[src/hdl/c8alu_pkg.sv]
// Shared operation codes, status bit positions and register-file type for the 8-bit ALU.
package c8alu_pkg;

    localparam int OP_W   = 5;
    localparam int DATA_W = 8;

    localparam logic [OP_W-1:0] OP_ORA = 5'd0;
    localparam logic [OP_W-1:0] OP_AND = 5'd1;
    localparam logic [OP_W-1:0] OP_EOR = 5'd2;
    localparam logic [OP_W-1:0] OP_ADC = 5'd3;
    localparam logic [OP_W-1:0] OP_SBC = 5'd4;
    localparam logic [OP_W-1:0] OP_CMP = 5'd5;
    localparam logic [OP_W-1:0] OP_CPX = 5'd6;
    localparam logic [OP_W-1:0] OP_CPY = 5'd7;
    localparam logic [OP_W-1:0] OP_BIT = 5'd8;
    localparam logic [OP_W-1:0] OP_LDA = 5'd9;
    localparam logic [OP_W-1:0] OP_LDX = 5'd10;
    localparam logic [OP_W-1:0] OP_LDY = 5'd11;
    localparam logic [OP_W-1:0] OP_STA = 5'd12;
    localparam logic [OP_W-1:0] OP_STX = 5'd13;
    localparam logic [OP_W-1:0] OP_STY = 5'd14;
    localparam logic [OP_W-1:0] OP_INC = 5'd15;
    localparam logic [OP_W-1:0] OP_DEC = 5'd16;
    localparam logic [OP_W-1:0] OP_ASL = 5'd17;
    localparam logic [OP_W-1:0] OP_LSR = 5'd18;
    localparam logic [OP_W-1:0] OP_ROL = 5'd19;
    localparam logic [OP_W-1:0] OP_ROR = 5'd20;
    localparam logic [OP_W-1:0] OP_PHP = 5'd21;
    localparam logic [OP_W-1:0] OP_PLP = 5'd22;
    localparam logic [OP_W-1:0] OP_PLA = 5'd23;

    localparam int FLAG_C = 0;
    localparam int FLAG_Z = 1;
    localparam int FLAG_B = 4;
    localparam int FLAG_V = 6;
    localparam int FLAG_N = 7;

    localparam logic [DATA_W-1:0] PUSH_MASK = 8'h30;
    localparam logic [DATA_W-1:0] PULL_MASK = 8'hEF;

    typedef struct packed {
        logic [DATA_W-1:0] a;
        logic [DATA_W-1:0] x;
        logic [DATA_W-1:0] y;
        logic [DATA_W-1:0] p;
    } t_regs;

endpackage

[src/hdl/c8alu_exec.sv]
// Combinational execute step: one operation on A, X, Y and status with one data byte.
module c8alu_exec (
    input  logic [c8alu_pkg::OP_W-1:0]   i_op,
    input  logic [c8alu_pkg::DATA_W-1:0] i_operand,
    input  c8alu_pkg::t_regs             i_regs,
    output c8alu_pkg::t_regs             o_regs,
    output logic [c8alu_pkg::DATA_W-1:0] o_result
);
    import c8alu_pkg::*;

    logic [DATA_W-1:0] addend;
    logic [DATA_W:0]   sum;
    logic [DATA_W-1:0] cmp_reg;
    logic [DATA_W:0]   diff;
    logic              cin;

    // Replace Z and N in a status byte from a value.
    function automatic logic [DATA_W-1:0] set_zn(input logic [DATA_W-1:0] p,
                                                 input logic [DATA_W-1:0] v);
        logic [DATA_W-1:0] q;
        q         = p;
        q[FLAG_Z] = (v == '0);
        q[FLAG_N] = v[DATA_W-1];
        return q;
    endfunction

    assign cin     = i_regs.p[FLAG_C];
    // SBC runs through the adder as A + ~M + C
    assign addend  = (i_op == OP_SBC) ? ~i_operand : i_operand;
    assign sum     = {1'b0, i_regs.a} + {1'b0, addend} + {{DATA_W{1'b0}}, cin};
    assign cmp_reg = (i_op == OP_CPX) ? i_regs.x :
                     (i_op == OP_CPY) ? i_regs.y : i_regs.a;
    assign diff    = {1'b0, cmp_reg} - {1'b0, i_operand};

    always_comb begin
        o_regs   = i_regs;
        o_result = '0;
        unique case (i_op)
            OP_ORA, OP_AND, OP_EOR: begin
                if (i_op == OP_ORA) begin
                    o_result = i_regs.a | i_operand;
                end else if (i_op == OP_AND) begin
                    o_result = i_regs.a & i_operand;
                end else begin
                    o_result = i_regs.a ^ i_operand;
                end
                o_regs.a = o_result;
                o_regs.p = set_zn(i_regs.p, o_result);
            end
            OP_ADC, OP_SBC: begin
                o_result         = sum[DATA_W-1:0];
                o_regs.a         = o_result;
                o_regs.p         = set_zn(i_regs.p, o_result);
                o_regs.p[FLAG_C] = sum[DATA_W];
                o_regs.p[FLAG_V] = ~(i_regs.a[DATA_W-1] ^ addend[DATA_W-1])
                                   & (i_regs.a[DATA_W-1] ^ o_result[DATA_W-1]);
            end
            OP_CMP, OP_CPX, OP_CPY: begin
                o_result         = diff[DATA_W-1:0];
                o_regs.p         = set_zn(i_regs.p, o_result);
                // no borrow means reg >= M
                o_regs.p[FLAG_C] = ~diff[DATA_W];
            end
            OP_BIT: begin
                o_result         = i_regs.a & i_operand;
                o_regs.p[FLAG_Z] = (o_result == '0);
                o_regs.p[FLAG_V] = i_operand[FLAG_V];
                o_regs.p[FLAG_N] = i_operand[FLAG_N];
            end
            OP_LDA, OP_PLA: begin
                o_result = i_operand;
                o_regs.a = i_operand;
                o_regs.p = set_zn(i_regs.p, i_operand);
            end
            OP_LDX: begin
                o_result = i_operand;
                o_regs.x = i_operand;
                o_regs.p = set_zn(i_regs.p, i_operand);
            end
            OP_LDY: begin
                o_result = i_operand;
                o_regs.y = i_operand;
                o_regs.p = set_zn(i_regs.p, i_operand);
            end
            OP_STA: o_result = i_regs.a;
            OP_STX: o_result = i_regs.x;
            OP_STY: o_result = i_regs.y;
            OP_INC, OP_DEC: begin
                if (i_op == OP_INC) begin
                    o_result = i_operand + {{(DATA_W-1){1'b0}}, 1'b1};
                end else begin
                    o_result = i_operand - {{(DATA_W-1){1'b0}}, 1'b1};
                end
                o_regs.p = set_zn(i_regs.p, o_result);
            end
            OP_ASL, OP_ROL: begin
                o_result         = {i_operand[DATA_W-2:0], (i_op == OP_ROL) & cin};
                o_regs.p         = set_zn(i_regs.p, o_result);
                o_regs.p[FLAG_C] = i_operand[DATA_W-1];
            end
            OP_LSR, OP_ROR: begin
                o_result         = {(i_op == OP_ROR) & cin, i_operand[DATA_W-1:1]};
                o_regs.p         = set_zn(i_regs.p, o_result);
                o_regs.p[FLAG_C] = i_operand[0];
            end
            OP_PHP: o_result = i_regs.p | PUSH_MASK;
            OP_PLP: begin
                o_regs.p = i_operand & PULL_MASK;
                o_result = i_operand & PULL_MASK;
            end
            default: o_result = '0;
        endcase
    end

endmodule

[src/hdl/cpu8_alu_register_flags.sv]
// Top level: input register, execute step with architectural registers, result register.
// One operation retires per clock when the result side keeps taking transfers: an accepted
// item is held in the input register, executes against A, X, Y and status as it moves to
// the result register, and is then offered on o_valid. Each operation's register
// update is committed when its result enters the result register, so the next item always
// sees the state left by the previous one. A stalled output holds its result, and the input
// register keeps taking one more item behind it.
module cpu8_alu_register_flags (
    input  logic                          i_clk,
    input  logic                          i_rst_n,
    input  logic                          i_valid,
    output logic                          o_ready,
    input  logic [c8alu_pkg::OP_W-1:0]    i_op,
    input  logic [c8alu_pkg::DATA_W-1:0]  i_operand,
    output logic                          o_valid,
    input  logic                          i_ready,
    output logic [c8alu_pkg::DATA_W-1:0]  o_result,
    output logic [c8alu_pkg::DATA_W-1:0]  o_flags
);
    import c8alu_pkg::*;

    logic              r_in_valid;
    logic [OP_W-1:0]   r_in_op;
    logic [DATA_W-1:0] r_in_operand;
    t_regs             r_regs;
    t_regs             n_regs;
    logic              r_out_valid;
    logic [DATA_W-1:0] r_result;
    logic [DATA_W-1:0] n_result;
    logic [DATA_W-1:0] r_flags;
    logic              advance;

    c8alu_exec u_exec (
        .i_op      (r_in_op),
        .i_operand (r_in_operand),
        .i_regs    (r_regs),
        .o_regs    (n_regs),
        .o_result  (n_result)
    );

    // advance the held item when the result register is free or being drained
    assign advance = r_in_valid & (~r_out_valid | i_ready);
    assign o_ready = ~r_in_valid | advance;
    assign o_valid = r_out_valid;
    assign o_result = r_result;
    assign o_flags  = r_flags;

    always_ff @(posedge i_clk) begin
        if (!i_rst_n) begin
            r_in_valid  <= 1'b0;
            r_out_valid <= 1'b0;
            r_regs      <= '0;
        end else begin
            if (o_ready) begin
                r_in_valid <= i_valid;
            end
            if (advance) begin
                r_out_valid <= 1'b1;
                r_regs      <= n_regs;
            end else if (i_ready) begin
                r_out_valid <= 1'b0;
            end
        end
    end

    always_ff @(posedge i_clk) begin
        if (o_ready && i_valid) begin
            r_in_op      <= i_op;
            r_in_operand <= i_operand;
        end
        if (advance) begin
            r_result <= n_result;
            r_flags  <= n_regs.p;
        end
    end

    a_store_keeps_state: assert property (@(posedge i_clk) disable iff (!i_rst_n)
        advance && (r_in_op == OP_STA || r_in_op == OP_STX || r_in_op == OP_STY)
        |=> r_regs == $past(r_regs))
        else $error("store changed register state");

    a_plp_clears_b: assert property (@(posedge i_clk) disable iff (!i_rst_n)
        advance && r_in_op == OP_PLP |=> !r_regs.p[FLAG_B] && r_result == r_regs.p)
        else $error("PLP status mismatch");

    a_php_sets_bits: assert property (@(posedge i_clk) disable iff (!i_rst_n)
        advance && r_in_op == OP_PHP |=> r_result[5] && r_result[FLAG_B])
        else $error("PHP push byte missing bits");

    a_lda_loads: assert property (@(posedge i_clk) disable iff (!i_rst_n)
        advance && (r_in_op == OP_LDA || r_in_op == OP_PLA)
        |=> r_regs.a == $past(r_in_operand) && r_result == r_regs.a)
        else $error("load did not reach A");

    a_flags_track_status: assert property (@(posedge i_clk) disable iff (!i_rst_n)
        $past(advance) |-> r_flags == r_regs.p)
        else $error("flags output differs from status");

endmodule
[config.mk]
export PLATFORM = sky130hd
export DESIGN_NAME = cpu8_alu_register_flags
export DESIGN_NICKNAME = d
export VERILOG_FILES = /design/src/hdl/c8alu_pkg.sv /design/src/hdl/c8alu_exec.sv /design/src/hdl/cpu8_alu_register_flags.sv
export SDC_FILE = /design/constraint.sdc
export NUM_CORES = 1
export LEC_CHECK = 0
export BUFFER_PORTS_ARGS = -buffer_cell sky130_fd_sc_hd__clkbuf_2
export CELL_PAD_IN_SITES_DETAIL_PLACEMENT = 0
export CELL_PAD_IN_SITES_GLOBAL_PLACEMENT = 1
export CORE_MARGIN = 1
export CORE_UTILIZATION = 49
export CTS_BUF_LIST = sky130_fd_sc_hd__clkbuf_8
export CTS_CLUSTER_DIAMETER = 150
export DETAILED_ROUTE_END_ITERATION = 7
export GPL_ROUTABILITY_DRIVEN = 1
export HOLD_SLACK_MARGIN = 0.08
export PLACE_DENSITY_LB_ADDON = 0.1
export SLEW_MARGIN = 15
export SYNTH_ARGS = -nofsm -noshare
export SYNTH_HDL_FRONTEND = slang
export SYNTH_HIERARCHICAL = 1
export SYNTH_SLANG_ARGS = --single-unit
[constraint.sdc]
create_clock -name i_clk -period 4.4 [get_ports i_clk]
set_input_delay 1.1 -clock i_clk [delete_from_list [all_inputs] [get_ports i_clk]]
set_output_delay 1.1 -clock i_clk [all_outputs]
set_load 0.01 [all_outputs]
Word level (Yosys, flattened, before mapping). Cells that the tools add are included.

Add/subtract/negate cells: 5. Equality and inequality tests: 23. Mux-type cells: 16. Bitwise logic cells: 16. Reduce and logical (&&, ||, !) cells: 25.

Operator list (number): case mux 8 bit (13 select lines) (1); zero test 8 bit (8); two-way mux 8 bit (8); equality test 5 x 4 -> 1 bit, second input constant (8); equality test 5 bit, second input constant (8); case mux 8 bit (3 select lines) (1); equality test 5 x 3 -> 1 bit, second input constant (4); case mux 2 bit (8 select lines) (1); OR reduction 2 bit (6); equality test 5 x 2 -> 1 bit, second input constant (2); adder 8 x 8 -> 9 bit (1); adder 9 x 1 -> 9 bit (1); case mux 1 bit (9 select lines) (1); OR reduction 3 bit (3); subtractor 8 x 8 -> 9 bit (1); adder 8 x 1 -> 8 bit, second input constant (1); bitwise AND 8 bit (1); NOT 8 bit (1); bitwise OR 8 bit (1); subtractor 8 x 1 -> 8 bit, second input constant (1); XOR 8 bit (1); AND reduction 2 bit (3); equality test 5 x 1 -> 1 bit, second input constant (1); zero test 5 bit (1); 11 further kinds (20).

Register bits after elaboration: 63. Bits of input ports: 17. Output and inout port bits: 18. Word-level logic and storage cells: 95.

Depth between registers and ports, before layout.
Depth in word-level cells: 7. Gate-level depth with buffers: 18.

Modules after synthesis. The synthesis kept the hierarchy.

By module, submodules not included: c8alu_exec (times used 1, cells each 454, area an instance 3118.0 um2, seq. area each 0.0 um2); cpu8_alu_register_flags (times used 1, cells each 177, area an instance 2267.2 um2, seq. area each 1551.5 um2).

Worst setup path before layout. No wires, ideal clock.

Kind: register -> register. Start: register r_in_op[0]. End: register r_regs[1] (netlist bit). Setup time: 0.072 ns. Arrival: 3.804 ns. Data required time: 4.328 ns. Slack: 0.524 ns. Cell stages (with the launch flop): 19. Buffers on the path: 3. Clock period less this slack: 3.876 ns. Path through: edfxtp_1 buf_2 buf_1 nor2_1 nand2_1 nor2_1 clkbuf_1 a21oi_1 ha_1 fa_1 nor2b_1 o31a_1 o22ai_2 xnor2_1 nand4b_1 or4_1 a32oi_1 nand2_1 mux2i_1.

RTL lines: start, declared (line cpu8_alu_register_flags.sv:23) `logic [OP_W-1:0] r_in_op;`; start signal, assigned (line cpu8_alu_register_flags.sv:68) `r_in_op <= i_op;`; end signal, assigned (line cpu8_alu_register_flags.sv:59) `r_regs <= n_regs;`; end, declared (line cpu8_alu_register_flags.sv:25) `t_regs r_regs;`.

Worst setup path in the final report.
Start: register r_in_op[4]. End: register r_result[6], in the netlist o_result[6] (data pin).

Word-level cells in the longest chain between the ends: 5. Elaborated cells between the ends (all ways): 43. Those cells by class: add/sub: 3; eq/ne: 23; mux: 9; reduce/logical: 8.

RTL lines: equality test 5 x 3 -> 1 bit (tied with other cells) (line c8alu_exec.sv:29, c8alu_exec.sv:38); two-way mux 8 bit (on tied branches) (line c8alu_exec.sv:29, c8alu_exec.sv:32, c8alu_exec.sv:42); adder 8 x 8 -> 9 bit (tied with other cells) (line c8alu_exec.sv:30) `assign sum = {1'b0, i_regs.a} + {1'b0, addend} + {{DATA_W{1'b0}}, cin};`; adder 9 x 1 -> 9 bit (tied with other cells) (line c8alu_exec.sv:30); case mux 8 bit (13 select lines) (*) (line c8alu_exec.sv:38) `unique case (i_op)`; named net n_result[6] (line cpu8_alu_register_flags.sv:29) `logic [DATA_W-1:0] n_result;`; end signal, assigned (line cpu8_alu_register_flags.sv:72) `r_result <= n_result;`; end, declared (line cpu8_alu_register_flags.sv:28) `logic [DATA_W-1:0] r_result;`.

The timed path passes the listed nets; every way through them passes the cells marked *. The select of a mux whose other input is x is not followed. A chain may end at the register's enable or synchronous reset.

==> key figures <==
Timing
  – Measured slew at the worst slew-check pin: ~1.3 ns
  – Relative slew slack: around 16%
  – Crit share post-route: about nine tenths
  – Minimum clock period: 4.00 ns
  – Pins Over Slew Limit: 0
  – RSZ-0062 raised after global routing: no
  – Highest Clock Rate: 250 MHz
  – Hold slack: between 0.4 and 0.5 ns
  – Final setup fails: 0
  – Final TNS setup: 0 ns
  – Final Hold Fails: 0
  – Worst Skew: 0.00890 ns

Floorplanning
  – Core ar.: ~11000 um2
  – Initial Util: roughly half
  – Die Y-Extent: 107 um
  – Cell Rows: 37
  – Die X-Extent: ~110 um
  – Die area: 11400 um2
  – # IOs: 35

Drt
  – Post-route antenna net violation count: 0
  – Routed WL: roughly 18000 um
  – Drt pass-1 iters: 6
  – Wire length per cell: around 23 um
  – Initial DRC Count: 463
  – Drt drc: 0
  – Via-to-Cell Ratio: 6.40
  – Via count: 5115

Synth
  – Mapped Area: 5390 um2
  – Syn avg cell area: ~8.5 um2
  – EDFF count, synth: 29
  – YS warnings: 6
  – #FFs+latches synth: between 60 and 70
  – Sequential share of the synthesized area: between 20 and 30%
  – Main synth FF type: dfxtp_1
  – Top cell type's share of synthesized area: about 16%
  – Synth area leader: edfxtp_1
  – Asr flop ratio synth: 0%
  – Top post-synthesis cells by area: edfxtp_1 (16%), dfxtp_1 (13%), ha_1 (9.1%)
  – Mapped Cells: 631
  – Syn Nets: about 690
  – Synth unique cells: between 70 and 80

Place
  – DP HPWL: between 10000 and 15000 um
  – GP Congestion: roughly 1.1
  – I/O Buffers: 34
  – Dpl cells: a little under 800

Cells and area
  – N_diodes: 0
  – # nets final: around 720
  – Most frequent cells in the layout: nand2_1 (111), mux2i_1 (44), nor2_1 (39), ha_1 (39)
  – Commonest non-fill, non-tap cell in the layout: nand2_1
  – Share of layout cells above drive strength 1: around 15%
  – P&R area growth vs syn: 8.83%
  – Non-filler cells, final: roughly 800
  – Final core utilization: between 50% and 60%

Global routing
  – Total grt overflow: 0
  – Overall routing resource usage: about 33%
  – Vias in the first global route: around 4700
  – First-pass GRT wire length: ~28000 um
  – Largest net degree at the start of global routing: 49
  – Initial antenna violation count: 0

Clocking
  – Clk Tree Root Cell: clkbuf_8
  – Num CTS Buffers: 9
  – Setup Fix Bufs, Post-CTS: 0
  – Worst-Skew Late Latency: between 0.3 and 0.4 ns
  – CTS Hold Bufs: 0
  – CTS clk-pin slew, worst paths: about 0.07 ns
  – Post_cts resized: 0
  – H-Tree Depth: 3
  – CTS tree: yes
  – Clock Sink Count: 63
  – Clock buffer depth: 2

Critical path
  – Endpoint type of the worst setup path: flop
  – Class of the most critical setup path: flop to flop
  – Worst-path fanout max: 12
  – Worst EP arrival: between 4 and 5 ns
  – Req. time, crit path: roughly 4.5 ns
  – Startpoint types: flop

Power and ir drop
  – Worst VDD drop: just under 0.3 mV
  – Power Dens Cells: around 270 nW/um2
  – Design Power: 1.60 mW
  – Leakage: between 2 and 2.5 nW

Hold path
  – Hold WC Path Type: flop to flop

Status
  – Outcome: finished, final reports clean

Flow run
  – Max Cap Viol: 0
-- cells in the mapped netlist, types with 5 or more instances --
cell and count:
dfxtp_1 34, buf_2 14, clkbuf_1 14, mux2_2 11
nand2_1 111, nand2b_1 6, nor3_1 16, nor2b_1 9
edfxtp_1 29, xnor2_1 20, a22o_1 5, a21oi_1 22
xor2_1 6, o21ai_0 26, a31oi_1 9, mux2i_1 44
inv_1 26, ha_1 39, a211oi_1 8, nand3_1 11
o21a_1 5, a22oi_1 9, nor2_1 39, o22ai_1 10
nor4_1 5, a221oi_1 9
-- cell type report --
class | count | area [um2]
fill | 958 | 4650
multi-input combinational | 505 | 3510
sequential | 63 | 1550
timing repair buffer | 52 | 305
tap | 136 | 170
clock buffer | 10 | 138
inverter | 27 | 101
clock inverter | 6 | 85.1
-- logic make-up (layout without fill, tap and decap cells) --
logic type	after synthesis	count (layout)	synth area share (%)
compound gates	144	144	18.6
xor+xnor	26	26	4.23
fa+ha+maj	43	43	10.5
buf+inv	63	95	6.11
flops	63	63	28.8
mux	55	55	10.5
simple gates	237	237	21.2
-- per-layer routing --
| metal | part of all wire, % | GRT usage, % | vias to the layer above |
|---|---|---|---|
| met5 | 0 | 0 | - |
| met4 | 4.7 | 16.4 | 0 |
| met3 | 9.8 | 7.11 | 58 |
| met2 | 44 | 50.4 | 310 |
| met1 | 41 | 43.4 | 2390 |
| li1 | - | - | 2357 |
-- worst paths after layout --
check	start	to	slack (ns)	cells past startpoint
worst max-delay path	r_in_op[4]	o_result[6]	0.40	12
worst min-delay path	r_regs[5]	r_regs[5]	0.47	2
worst max register to register	r_in_op[4]	o_result[6]	0.40	12
worst min register to register	r_regs[5]	r_regs[5]	0.47	2
-- where the power goes --
| group | switching [mW] | internal (mW) | leakage, nW |
|---|---|---|---|
| Sequential | 0.0298 | 0.639 | 0.556 |
| Clock | 0.240 | 0.332 | 0.114 |
| Combinational | 0.219 | 0.135 | 1.56 |
-- stage by stage --
stage / worst slack (ns) / area (um2)
floorplan: 0.524 / 5390
global placement: 0.660 / 5640
detailed placement: 0.528 / 5640
CTS: 0.489 / 5860
global route: 0.129 / 5860
finish: 0.402 / 5860
-- worst max-delay path, cell delays in order (launching register included) --
cell,delay [ns]
edfxtp_1,0.56
nor3_1,0.40
nand2_1,0.37
xnor2_1,0.25
fa_1,0.44
fa_1,0.46
nor2b_1,0.19
o31ai_1,0.11
a21oi_1,0.23
xnor2_1,0.18
o22ai_1,0.19
a211oi_1,0.23
o21ai_0,0.12
-- flip-flops by register name (all words and copies together), names as in the netlist --
register and flops:
r_in_valid 1, o_valid 1, r_in_operand 8, o_flags 8, r_in_op 5, o_result 8
r_regs 32
Power figures use the tool's default switching activity.
